===== config.mk =====
export PLATFORM = sky130hd
export DESIGN_NAME = stable_priority_queue_flat
export DESIGN_NICKNAME = d
export VERILOG_FILES = /design/src/rtl/spq_pkg.sv /design/src/rtl/spq_if.sv /design/src/rtl/spq_cell.sv /design/src/rtl/stable_priority_queue.sv /design/src/flat_wrapper.sv
export SDC_FILE = /design/constraint.sdc
export NUM_CORES = 1
export LEC_CHECK = 0
export BUFFER_PORTS_ARGS = -buffer_cell sky130_fd_sc_hd__clkbuf_2
export CORE_ASPECT_RATIO = 1.25
export CORE_MARGIN = 2
export CORE_UTILIZATION = 58
export CTS_CLUSTER_DIAMETER = 50
export DETAILED_ROUTE_END_ITERATION = 6
export PLACE_DENSITY_LB_ADDON = 0.2
export SLEW_MARGIN = 40
export SYNTH_ARGS = -nofsm -noshare
export SYNTH_HDL_FRONTEND = slang
export SYNTH_HIERARCHICAL = 1
export SYNTH_SLANG_ARGS = --single-unit

===== constraint.sdc =====
create_clock -name clk -period 4.1 [get_ports clk]
set_input_delay 0.41 -clock clk [delete_from_list [all_inputs] [get_ports clk]]
set_output_delay 0.41 -clock clk [all_outputs]
set_load 0.02 [all_outputs]

===== src/rtl/spq_pkg.sv =====
// Shared types and constants for the stable priority queue.
`timescale 1ns / 1ps

package spq_pkg;

  localparam int DEPTH   = 16;
  localparam int CNT_W   = $clog2(DEPTH + 1);
  localparam int ID_W    = 16;
  localparam int PRIO_W  = 4;
  localparam int OCC_W   = 5;
  localparam int STAT_W  = 2;

  localparam logic [PRIO_W-1:0] PRIO_MIN = 4'd1;
  localparam logic [PRIO_W-1:0] PRIO_MAX = 4'd10;

  localparam logic REQ_INSERT = 1'b0;
  localparam logic REQ_REMOVE = 1'b1;

  typedef enum logic [STAT_W-1:0] {
    ST_OK      = 2'd0,
    ST_EMPTY   = 2'd1,
    ST_FULL    = 2'd2,
    ST_BADPRIO = 2'd3
  } status_t;

  typedef struct packed {
    logic [ID_W-1:0]   id;
    logic [PRIO_W-1:0] prio;
  } entry_t;

  // Command broadcast to every cell of the chain
  typedef struct packed {
    logic   insert;
    logic   remove;
    entry_t new_entry;
  } cell_ctrl_t;

endpackage


===== src/rtl/spq_if.sv =====
// Request and result channel interfaces of the stable priority queue.
`timescale 1ns / 1ps

interface spq_in_if;
  logic                        valid;
  logic                        ready;
  logic                        req_type;
  logic [spq_pkg::ID_W-1:0]    job_id;
  logic [spq_pkg::PRIO_W-1:0]  job_priority;

  modport source (output valid, req_type, job_id, job_priority, input ready);
  modport sink   (input valid, req_type, job_id, job_priority, output ready);
endinterface

interface spq_out_if;
  logic                        valid;
  logic                        ready;
  logic [spq_pkg::STAT_W-1:0]  status;
  logic [spq_pkg::ID_W-1:0]    out_job_id;
  logic [spq_pkg::PRIO_W-1:0]  out_priority;
  logic [spq_pkg::OCC_W-1:0]   occupancy;

  modport source (output valid, status, out_job_id, out_priority, occupancy, input ready);
  modport sink   (input valid, status, out_job_id, out_priority, occupancy, output ready);
endinterface


===== src/rtl/spq_cell.sv =====
// One slot of the sorted shift chain: holds an entry and shifts on insert or remove.
`timescale 1ns / 1ps

module spq_cell (
  input  logic                clk,
  input  spq_pkg::cell_ctrl_t ctrl,
  input  logic                occ_self,
  input  logic                left_wants,
  input  spq_pkg::entry_t     left_entry,
  input  spq_pkg::entry_t     right_entry,
  output logic                wants,
  output spq_pkg::entry_t     entry
);

  spq_pkg::entry_t entry_r;
  spq_pkg::entry_t entry_nxt;

  // Empty slot or strictly worse priority: the new job belongs here or earlier
  assign wants = !occ_self || (entry_r.prio > ctrl.new_entry.prio);
  assign entry = entry_r;

  // Take the left neighbor's entry, the new job, or the right neighbor's entry
  always_comb begin
    entry_nxt = entry_r;
    if (ctrl.insert && wants) begin
      entry_nxt = left_wants ? left_entry : ctrl.new_entry;
    end else if (ctrl.remove) begin
      entry_nxt = right_entry;
    end
  end

  always_ff @(posedge clk) begin
    entry_r <= entry_nxt;
  end

endmodule


===== src/rtl/stable_priority_queue.sv =====
// A request's result is registered and shows in the cycle after it is accepted.
// Throughput: one request per cycle unless stalled; all chain cells update in parallel.
// A new request is taken while no result waits or the result is taken (in_chan.ready).
// Reset (rst_n low, synchronous) empties the queue and drops any pending result.
// Slot contents are not cleared; only slots below the job count are ever read.
`timescale 1ns / 1ps

module stable_priority_queue (
  input  logic         clk,
  input  logic         rst_n,
  spq_in_if.sink       in_chan,
  spq_out_if.source    out_chan
);

  localparam int D = spq_pkg::DEPTH;
  localparam int CW = spq_pkg::CNT_W;

  logic [CW-1:0]            count_r, count_nxt;
  logic                     out_valid_r;
  spq_pkg::status_t         status_r, status_nxt;
  spq_pkg::entry_t          head_r, head_nxt;

  spq_pkg::cell_ctrl_t      ctrl;
  spq_pkg::entry_t          cell_entry [D];
  logic [D-1:0]             cell_wants;
  logic [D-1:0]             cell_occ;

  logic                     accept;
  logic                     is_insert;
  logic                     prio_bad;
  logic                     full;
  logic                     empty;
  logic [CW+spq_pkg::OCC_W-1:0] occ_wide;

  // Accept while no result waits or the waiting one is taken now
  assign in_chan.ready = !out_valid_r || out_chan.ready;
  assign accept        = in_chan.valid && in_chan.ready;
  assign is_insert     = (in_chan.req_type == spq_pkg::REQ_INSERT);
  assign prio_bad      = (in_chan.job_priority < spq_pkg::PRIO_MIN) ||
                         (in_chan.job_priority > spq_pkg::PRIO_MAX);
  assign full          = (count_r == CW'(D));
  assign empty         = (count_r == '0);

  // Broadcast command to the chain
  always_comb begin
    ctrl.insert        = accept && is_insert && !prio_bad && !full;
    ctrl.remove        = accept && !is_insert && !empty;
    ctrl.new_entry.id   = in_chan.job_id;
    ctrl.new_entry.prio = in_chan.job_priority;
  end

  // Build the chain; slot i is held when i is below the job count
  for (genvar i = 0; i < D; i++) begin : g_cell
    spq_pkg::entry_t left_e;
    spq_pkg::entry_t right_e;
    logic            left_w;

    assign cell_occ[i] = (count_r > CW'(i));

    if (i == 0) begin : g_first
      assign left_e = '0;
      assign left_w = 1'b0;
    end else begin : g_mid
      assign left_e = cell_entry[i-1];
      assign left_w = cell_wants[i-1];
    end

    if (i == D - 1) begin : g_last
      assign right_e = '0;
    end else begin : g_inner
      assign right_e = cell_entry[i+1];
    end

    spq_cell u_cell (
      .clk         (clk),
      .ctrl        (ctrl),
      .occ_self    (cell_occ[i]),
      .left_wants  (left_w),
      .left_entry  (left_e),
      .right_entry (right_e),
      .wants       (cell_wants[i]),
      .entry       (cell_entry[i])
    );
  end

  // Result and count for the accepted request
  always_comb begin
    count_nxt  = count_r;
    status_nxt = status_r;
    head_nxt   = head_r;
    if (accept) begin
      head_nxt = '0;
      if (is_insert) begin
        if (prio_bad) begin
          status_nxt = spq_pkg::ST_BADPRIO;
        end else if (full) begin
          status_nxt = spq_pkg::ST_FULL;
        end else begin
          status_nxt = spq_pkg::ST_OK;
          count_nxt  = count_r + CW'(1);
        end
      end else begin
        if (empty) begin
          status_nxt = spq_pkg::ST_EMPTY;
        end else begin
          status_nxt = spq_pkg::ST_OK;
          head_nxt   = cell_entry[0];
          count_nxt  = count_r - CW'(1);
        end
      end
    end
  end

  // Hold control state
  always_ff @(posedge clk) begin
    if (!rst_n) begin
      count_r     <= '0;
      out_valid_r <= 1'b0;
    end else begin
      count_r <= count_nxt;
      if (accept) begin
        out_valid_r <= 1'b1;
      end else if (out_chan.ready) begin
        out_valid_r <= 1'b0;
      end
    end
  end

  // Hold result payload
  always_ff @(posedge clk) begin
    status_r <= status_nxt;
    head_r   <= head_nxt;
  end

  // Count only changes together with a new result, so it is the occupancy shown
  assign occ_wide = {{spq_pkg::OCC_W{1'b0}}, count_r};

  assign out_chan.valid        = out_valid_r;
  assign out_chan.status       = status_r;
  assign out_chan.out_job_id   = head_r.id;
  assign out_chan.out_priority = head_r.prio;
  assign out_chan.occupancy    = occ_wide[spq_pkg::OCC_W-1:0];

endmodule


===== src/flat_wrapper.sv =====
// flat-port wrapper written by rule: the top's interface ports become plain ports
module stable_priority_queue_flat 
  (clk, rst_n, in_chan_valid, in_chan_req_type, in_chan_job_id, in_chan_job_priority, in_chan_ready, out_chan_valid, out_chan_status, out_chan_out_job_id, out_chan_out_priority, out_chan_occupancy, out_chan_ready);
  spq_in_if in_chan_i ();
  spq_out_if out_chan_i ();
  input  logic clk;
  input  logic rst_n;
  input wire logic [$bits(in_chan_i.valid)-1:0] in_chan_valid;
  input wire logic [$bits(in_chan_i.req_type)-1:0] in_chan_req_type;
  input wire logic [$bits(in_chan_i.job_id)-1:0] in_chan_job_id;
  input wire logic [$bits(in_chan_i.job_priority)-1:0] in_chan_job_priority;
  output wire logic [$bits(in_chan_i.ready)-1:0] in_chan_ready;
  output wire logic [$bits(out_chan_i.valid)-1:0] out_chan_valid;
  output wire logic [$bits(out_chan_i.status)-1:0] out_chan_status;
  output wire logic [$bits(out_chan_i.out_job_id)-1:0] out_chan_out_job_id;
  output wire logic [$bits(out_chan_i.out_priority)-1:0] out_chan_out_priority;
  output wire logic [$bits(out_chan_i.occupancy)-1:0] out_chan_occupancy;
  input wire logic [$bits(out_chan_i.ready)-1:0] out_chan_ready;
  assign in_chan_i.valid = in_chan_valid;
  assign in_chan_i.req_type = in_chan_req_type;
  assign in_chan_i.job_id = in_chan_job_id;
  assign in_chan_i.job_priority = in_chan_job_priority;
  assign in_chan_ready = in_chan_i.ready;
  assign out_chan_valid = out_chan_i.valid;
  assign out_chan_status = out_chan_i.status;
  assign out_chan_out_job_id = out_chan_i.out_job_id;
  assign out_chan_out_priority = out_chan_i.out_priority;
  assign out_chan_occupancy = out_chan_i.occupancy;
  assign out_chan_i.ready = out_chan_ready;
  stable_priority_queue u_core (.clk(clk), .rst_n(rst_n), .in_chan(in_chan_i), .out_chan(out_chan_i));
endmodule

==> results.json <==
{
  "clock-sinks": 348,
  "rows": 80,
  "critPathKind": "flip-flop to flip-flop",
  "initial_utilization_pct": 58.4,
  "reg2reg_from": "u_core/out_chan.occupancy[0]",
  "timing_hold_violations_final": 0,
  "antennaDiodeCount": 0,
  "ctsHoldBuffers": 0,
  "die_y_um": 223,
  "core_um2": 38000,
  "cp_top_family": "simple AND/OR/NAND/NOR gates",
  "path_clk_slew_ps": 60,
  "antenna_found_initial": 0,
  "setup_viol": 0,
  "overflow": 0,
  "cp_num_buf_inv": 3,
  "wl_mm": 41.9,
  "cp.arrival_ps": 3430,
  "dieArea_um2": 39900,
  "area_growth_pct": 8.71,
  "endpoint": "u_core/g_cell[12].u_cell/entry[2]",
  "ant_nets": 0,
  "path_max_fanout": 21,
  "drt_iter0_drc": 781,
  "chipWidth_um": 179,
  "end_kind": "flip-flop",
  "reg2reg_to": "u_core/g_cell[12].u_cell/entry[2]",
  "nets": 1710,
  "place_congestion": 0.856,
  "design_area_um2": 24200,
  "final_cells": 2137,
  "cts_root_buf": "clkbuf_16",
  "cpPeakStageDelay_ps": 550,
  "cts_resized": 0,
  "cp_num_cells": 9,
  "grt_max_degree": 28,
  "final_common_cell": "edfxtp_1",
  "fin_skew_ps": 18.5,
  "yosysWarnings": 6,
  "io_buffers": 53,
  "viasPerCell": 5.67,
  "crit_required_ps": 4300,
  "fin_crit_sh_pct": 78.8,
  "worst_pin_slew_ps": 629,
  "fmax_mhz": 310,
  "ir_drop_mv": 0.251,
  "critPathSlowestCell": "dfxtp_1",
  "fin_tns_setup_ps": 0,
  "firstDrtPassIters": 5,
  "cap_violations": 0,
  "reg2reg_depth": 9,
  "post-route-min-period_ps": 3230,
  "cts_buffers": 41,
  "vias": 12100,
  "drv_slew": 0,
  "synth_cells": 1510,
  "min_path_type": "input port to flip-flop",
  "slew_headroom_pct": 57.6,
  "clockBufferDepth": 3,
  "outcome": "finished, final reports clean",
  "crit_start": "u_core/out_chan.occupancy[0]",
  "boundaryPins": 54,
  "syn_avg_cell_area_um2": 14.7,
  "post_drt_wl_per_cell_um": 19.6,
  "track_usage_pct": 21.1,
  "rsz0062_at_grt": "false",
  "postCtsSetupBuffers": 0,
  "reg2reg_slack_ps": 870,
  "syn_area_um2": 22200,
  "hpwl_mm": 31.6,
  "dp_cells": 2065,
  "startpoint_type": "flip-flop",
  "drc": 0,
  "clock_latency_ps": 540,
  "worstHoldStart": "in_chan_valid",
  "p_per_area_nw_per_um2": 436,
  "dpl_cell_area_um2": 22900,
  "drive_gt1_share_pct": 47.1,
  "grt_pass1_wl_mm": 68.0,
  "path_cells": "inv_1, ha_1, nand4bb_1, o211ai_1, nor3_4, buf_12, o221a_4, or2_1, buf_4",
  "cts_max_level": 2,
  "most-common-layout-cells": "edfxtp_1, mux2_4, mux2_2, inv_1, o21ai_0",
  "cts_tree": "built",
  "grt_pass1_vias": 13000,
  "p_leak_nw": 9.59
}
[worst min-delay path, stage by stage]
cell and delay (ps):
clkbuf_2 100, inv_1 50, a21boi_0 80
[state kept, by name (all words and copies together) (netlist names)]
signal                        flops
u_core/g_cell.u_cell/entry      320
u_core/out_chan.out_job_id       16
u_core/out_chan.out_priority      4
u_core/out_chan.valid             1
u_core/out_chan.status            2
u_core/out_chan.occupancy         5
[worst min path at each step]
stage          cells past startpoint                            endpoint
6_report                           3               u_core/out_chan.valid
4_1_cts                            3               u_core/out_chan.valid
3_3_place_gp                       1   u_core/g_cell[14].u_cell/entry[5]
2_1_floorplan                      1  u_core/g_cell[14].u_cell/entry[19]
3_5_place_dp                       1  u_core/g_cell[14].u_cell/entry[13]
5_1_grt                            3               u_core/out_chan.valid
[through the flow]
stage	hold slack [ps]	power, mW	utilization [%]	worst slack (ps)
after detailed placement	535	7.12	60.1	766
final	155	10.5	63.5	870
after global placement	530	7.01	60.1	781
after floorplan	525	6.61	-	433
after CTS	137	10.6	63.5	860
after global routing	145	11.0	63.5	673
[cell type report]
type                       count  area [um2]
multi-input combinational   1045       10900
fill                        2786       13900
sequential                   348       10400
inverter                      88         330
clock buffer                  48        1050
tap                          492         616
clock inverter                24         221
timing repair buffer          92         658
[where the power goes]
group / leakage (nW) / switching [mW] / total (mW) / internal (mW)
Combinational: 5.73 / 1.10 / 2.39 / 1.28
Sequential: 3.24 / 0.218 / 4.67 / 4.45
Clock: 0.616 / 1.44 / 3.48 / 2.04
[layer usage]
layer,up-vias,global-route usage (%),wire [um]
li1,5877,-,-
met2,231,38.9,22200
met3,71,2.83,1270
met1,5945,25.5,17500
met5,-,0,0
met4,0,5.85,858
Note: power is estimated with default switching activity, not from simulation.
